===== src/lapedge_pkg.sv =====
// Shared types, constants and register codes for the Laplacian edge threshold block.
package lapedge_pkg;

    localparam int MAX_WIDTH_DEF = 1024;
    localparam int PIX_W         = 8;
    localparam int IMG_W_W       = 11;
    localparam int IMG_H_W       = 16;
    localparam int THR_W         = 10;
    localparam int APB_AW        = 4;
    localparam int APB_DW        = 32;

    localparam logic [IMG_W_W-1:0] IMG_W_RST = 11'd640;
    localparam logic [IMG_H_W-1:0] IMG_H_RST = 16'd480;
    localparam logic [THR_W-1:0]   THR_RST   = 10'd30;

    localparam logic [PIX_W-1:0] EDGE_ON  = 8'd255;
    localparam logic [PIX_W-1:0] EDGE_OFF = 8'd0;

    // Register indexes, taken from paddr[3:2]
    localparam logic [1:0] REG_IMAGE_WIDTH    = 2'd0;
    localparam logic [1:0] REG_IMAGE_HEIGHT   = 2'd1;
    localparam logic [1:0] REG_EDGE_THRESHOLD = 2'd2;

    typedef enum logic {
        OP_PIXEL = 1'b0,
        OP_DRAIN = 1'b1
    } t_opcode;

    typedef struct packed {
        logic             frame_end;
        logic [PIX_W-1:0] edge_pixel;
    } t_result;

endpackage


===== src/lapedge_skid.sv =====
// Output register with one skid entry between the datapath and the result channel.
module lapedge_skid (
    input  logic                 i_clk,
    input  logic                 i_rst_n,
    input  logic                 i_push,
    input  lapedge_pkg::t_result i_data,
    output logic                 o_space,
    output logic                 o_valid,
    input  logic                 i_ready,
    output lapedge_pkg::t_result o_data,
    output logic                 o_skid_busy
);

    logic                 r_out_valid;
    logic                 r_skid_valid;
    lapedge_pkg::t_result r_out;
    lapedge_pkg::t_result r_skid;
    logic                 pop;

    assign pop = r_out_valid & i_ready;

    always_ff @(posedge i_clk) begin
        if (!i_rst_n) begin
            r_out_valid  <= 1'b0;
            r_skid_valid <= 1'b0;
        end else if (r_skid_valid) begin
            if (pop) begin
                r_out        <= r_skid;
                r_skid_valid <= 1'b0;
            end
        end else if (i_push) begin
            if (!r_out_valid || pop) begin
                r_out       <= i_data;
                r_out_valid <= 1'b1;
            end else begin
                r_skid       <= i_data;
                r_skid_valid <= 1'b1;
            end
        end else if (pop) begin
            r_out_valid <= 1'b0;
        end
    end

    assign o_space     = ~r_skid_valid;
    assign o_valid     = r_out_valid;
    assign o_data      = r_out;
    assign o_skid_busy = r_skid_valid;

endmodule


===== config.mk =====
export PLATFORM = sky130hd
export DESIGN_NAME = lapedge_skid
export DESIGN_NICKNAME = d
export VERILOG_FILES = /design/src/lapedge_pkg.sv /design/src/lapedge_skid.sv
export SDC_FILE = /design/constraint.sdc
export NUM_CORES = 1
export LEC_CHECK = 0
export ABC_CLOCK_PERIOD_IN_PS = 2000
export BUFFER_PORTS_ARGS = -buffer_cell sky130_fd_sc_hd__buf_4
export CAP_MARGIN = 20
export CELL_PAD_IN_SITES_DETAIL_PLACEMENT = 0
export CELL_PAD_IN_SITES_GLOBAL_PLACEMENT = 1
export CORE_UTILIZATION = 39
export DETAILED_ROUTE_END_ITERATION = 8
export PLACE_DENSITY_LB_ADDON = 0.1
export SLEW_MARGIN = 20
export SYNTH_ARGS = -nofsm -noshare
export SYNTH_HDL_FRONTEND = slang
export SYNTH_SLANG_ARGS = --single-unit

===== constraint.sdc =====
create_clock -name i_clk -period 2 [get_ports i_clk]
set_input_delay 0.1 -clock i_clk [delete_from_list [all_inputs] [get_ports i_clk]]
set_output_delay 0.1 -clock i_clk [all_outputs]
set_load 0.01 [all_outputs]

==> reports/metrics.cfg <==
[detailed_routing]
route.detailed.drc=0
wl_per_cell_um=12.0
dr_total_vias=496
antenna_left=0
drtIter0Drc=3
first_pass_iters=2
drt_wl_total_um=1280
viasPerCell=4.64

[setup_path]
crit_path_start=o_skid_busy
worstSetupEndpoint=r_skid[6]
ff2ff_path_depth=3
cp_data_required_time_ns=2.01
path_max_fanout=10
cp-end-kind=flop
cp-start-kind=flop
crit_type=flop to flop
worstPathArrival_ns=1.48
rr_endpoint=r_skid[6]
ff2ff_setup_slack_ns=0.54
r2r_start=o_skid_busy

[grt]
first_global_vias=484
grt_pass1_wl_um=1970
track_usage_pct=13.7
antenna_found_initial=0
grt_overflow=0
grt_max_degree=12

[place]
post-dp-hpwl_um=891
dp.cells=93
post-place-ws_ns=0.553
portBuffers=24
gp_congestion=0.631

[sta]
whs_ns=0.0795
fin_ws_ns=0.540
finalHoldViolCount=0
slew_viol_final=0
period_share_pct=73.0
fin_skew_ns=0.00705
tns_ns=0
tightest_slew_ns=0.337
rsz0062_at_grt=false
max-slew-margin-rel_pct=77.5
fin_crit_ns=1.46
setup-violations-final=0
fmax_mhz=685

[final_layout]
areaGrowthSynthToFinish_pct=46.1
drive_gt1_share_pct=52.4
fin_cells=107
final_nets=96
final_cell_mix=27 x buf_4, 18 x edfxtp_1, 10 x dlygate4sd3_1
final_common_cell=buf_4
fill_cells=147
n_antenna_cell=0
regArea_um2=581
multi_input_area_um2=179

[logic_synthesis]
ys_warn_count=0
syn_area_um2=778
syn_area_per_cell_um2=18.5
yosys-top-cells-area=edfxtp_1 69%, mux2_2 13%, dfxtp_1 5.1%, nor3b_2 1.6%, buf_6 1.4%
synthDominantCellAreaShare_pct=69.5
synth_cells=42
synth_area_leader_cell=edfxtp_1
ys_seq_area_share_pct=74.6
synth-seq-cells=20
synth_cell_type_count=15
syn_nets=55

[power]
p_leak_uw=0.000438
total_power_uw=820
vdd_drop_max_mv=0.425
p_per_area_nw_per_um2=721

[die]
pin_count=25
core_um2=1800
rows=15
initial_core_util_pct=43.2
die-area_um2=2180
die_x_um=46.7
die_y_um=46.7

[worst_hold_path]
hp-class=input port to flop

[flow_run]
cap_violations=0

[cts]
cts_tree=yes
clkTransAtPathRegs_ns=0.11
cts_buffers=3
ctsLongestPathBuffers=2
cts.sinks=20
htree_levels=1
insertion_delay_ns=0.29
ctsRootBufferMaster=clkbuf_4
cts_setup_buffers=0

[outcome]
status=finished clean

[where the power goes]
group / switching, µW / total, µW / internal, µW
sequential: 9.70 / 485 / 475
clock: 116 / 227 / 111
combinational: 40.2 / 109 / 68.7
total: 166 / 820 / 655
[how the worst min path moves through the flow]
stage,from,endpoint,slack (ns),depth (start not counted)
after floorplan,i_data[0],r_skid[0],0.20,0
after global placement,i_data[3],r_skid[3],0.29,1
after detailed placement,i_data[3],r_skid[3],0.29,1
after CTS,i_rst_n,o_valid,0.06,3
after global routing,i_rst_n,o_valid,0.08,3
final,i_rst_n,o_valid,0.08,3
[kinds of logic (layout without fill, tap and decap cells)]
family                 after synthesis  count (layout)  share of synthesized area, %
AOI/OAI and AO/OA                    3               3                          2.25
buffers and inverters                3              43                          2.41
DFF                                 20              20                          74.6
muxes                               10              10                          14.3
and+or+nand+nor                      6               6                          6.43
[layout make-up]
| type | count | area share [%] |
|---|---|---|
| timing repair buffer | 37 | 26.6 |
| inverter | 2 | 0.660 |
| multi-input combinational | 19 | 15.7 |
| clock buffer | 4 | 3.19 |
| tap | 25 | 2.75 |
| sequential | 20 | 51.0 |
[critical path, stage by stage, from the launching register on]
cell and delay, ns:
dfxtp_1 0.42, nand3b_1 0.23, nor3b_2 0.31, buf_4 0.22
[cell usage after synthesis, drive strengths merged]
master and number:
a21oi 1, nor3 1, o21ai 1, a211oi 1, edfxtp 18, buf 1, and2b 2, mux2i 1
nor3b 1, dfxtp 2, nand3b 1, mux2 9, inv 2, nand2 1
[through the flow]
stage               cell area [µm²]  util (%)
global placement               1000      55.6
CTS                            1140      63.1
detailed placement             1000      55.6
finish                         1140      63.1
floorplan                       778         -
global route                   1140      63.1
[flip-flops by register name (all words and copies together), names as in the netlist]
name / flops
o_data: 9
r_skid: 9
o_valid: 1
o_skid_busy: 1
[repair_timing]
item | CTS | global route
hold buffers | 10 | 0
resized for setup | 0 | 0
endpoints found under the hold margin | 10 | 0
[metal layers]
layer	global-route usage [%]	share of wire [%]	vias up
met4	6.86	0	0
met1	14.1	40	237
li1	-	-	240
met5	0	0	-
met3	4.71	5.5	0
met2	24.4	55	19
Note: power is estimated with default switching activity, not from simulation.
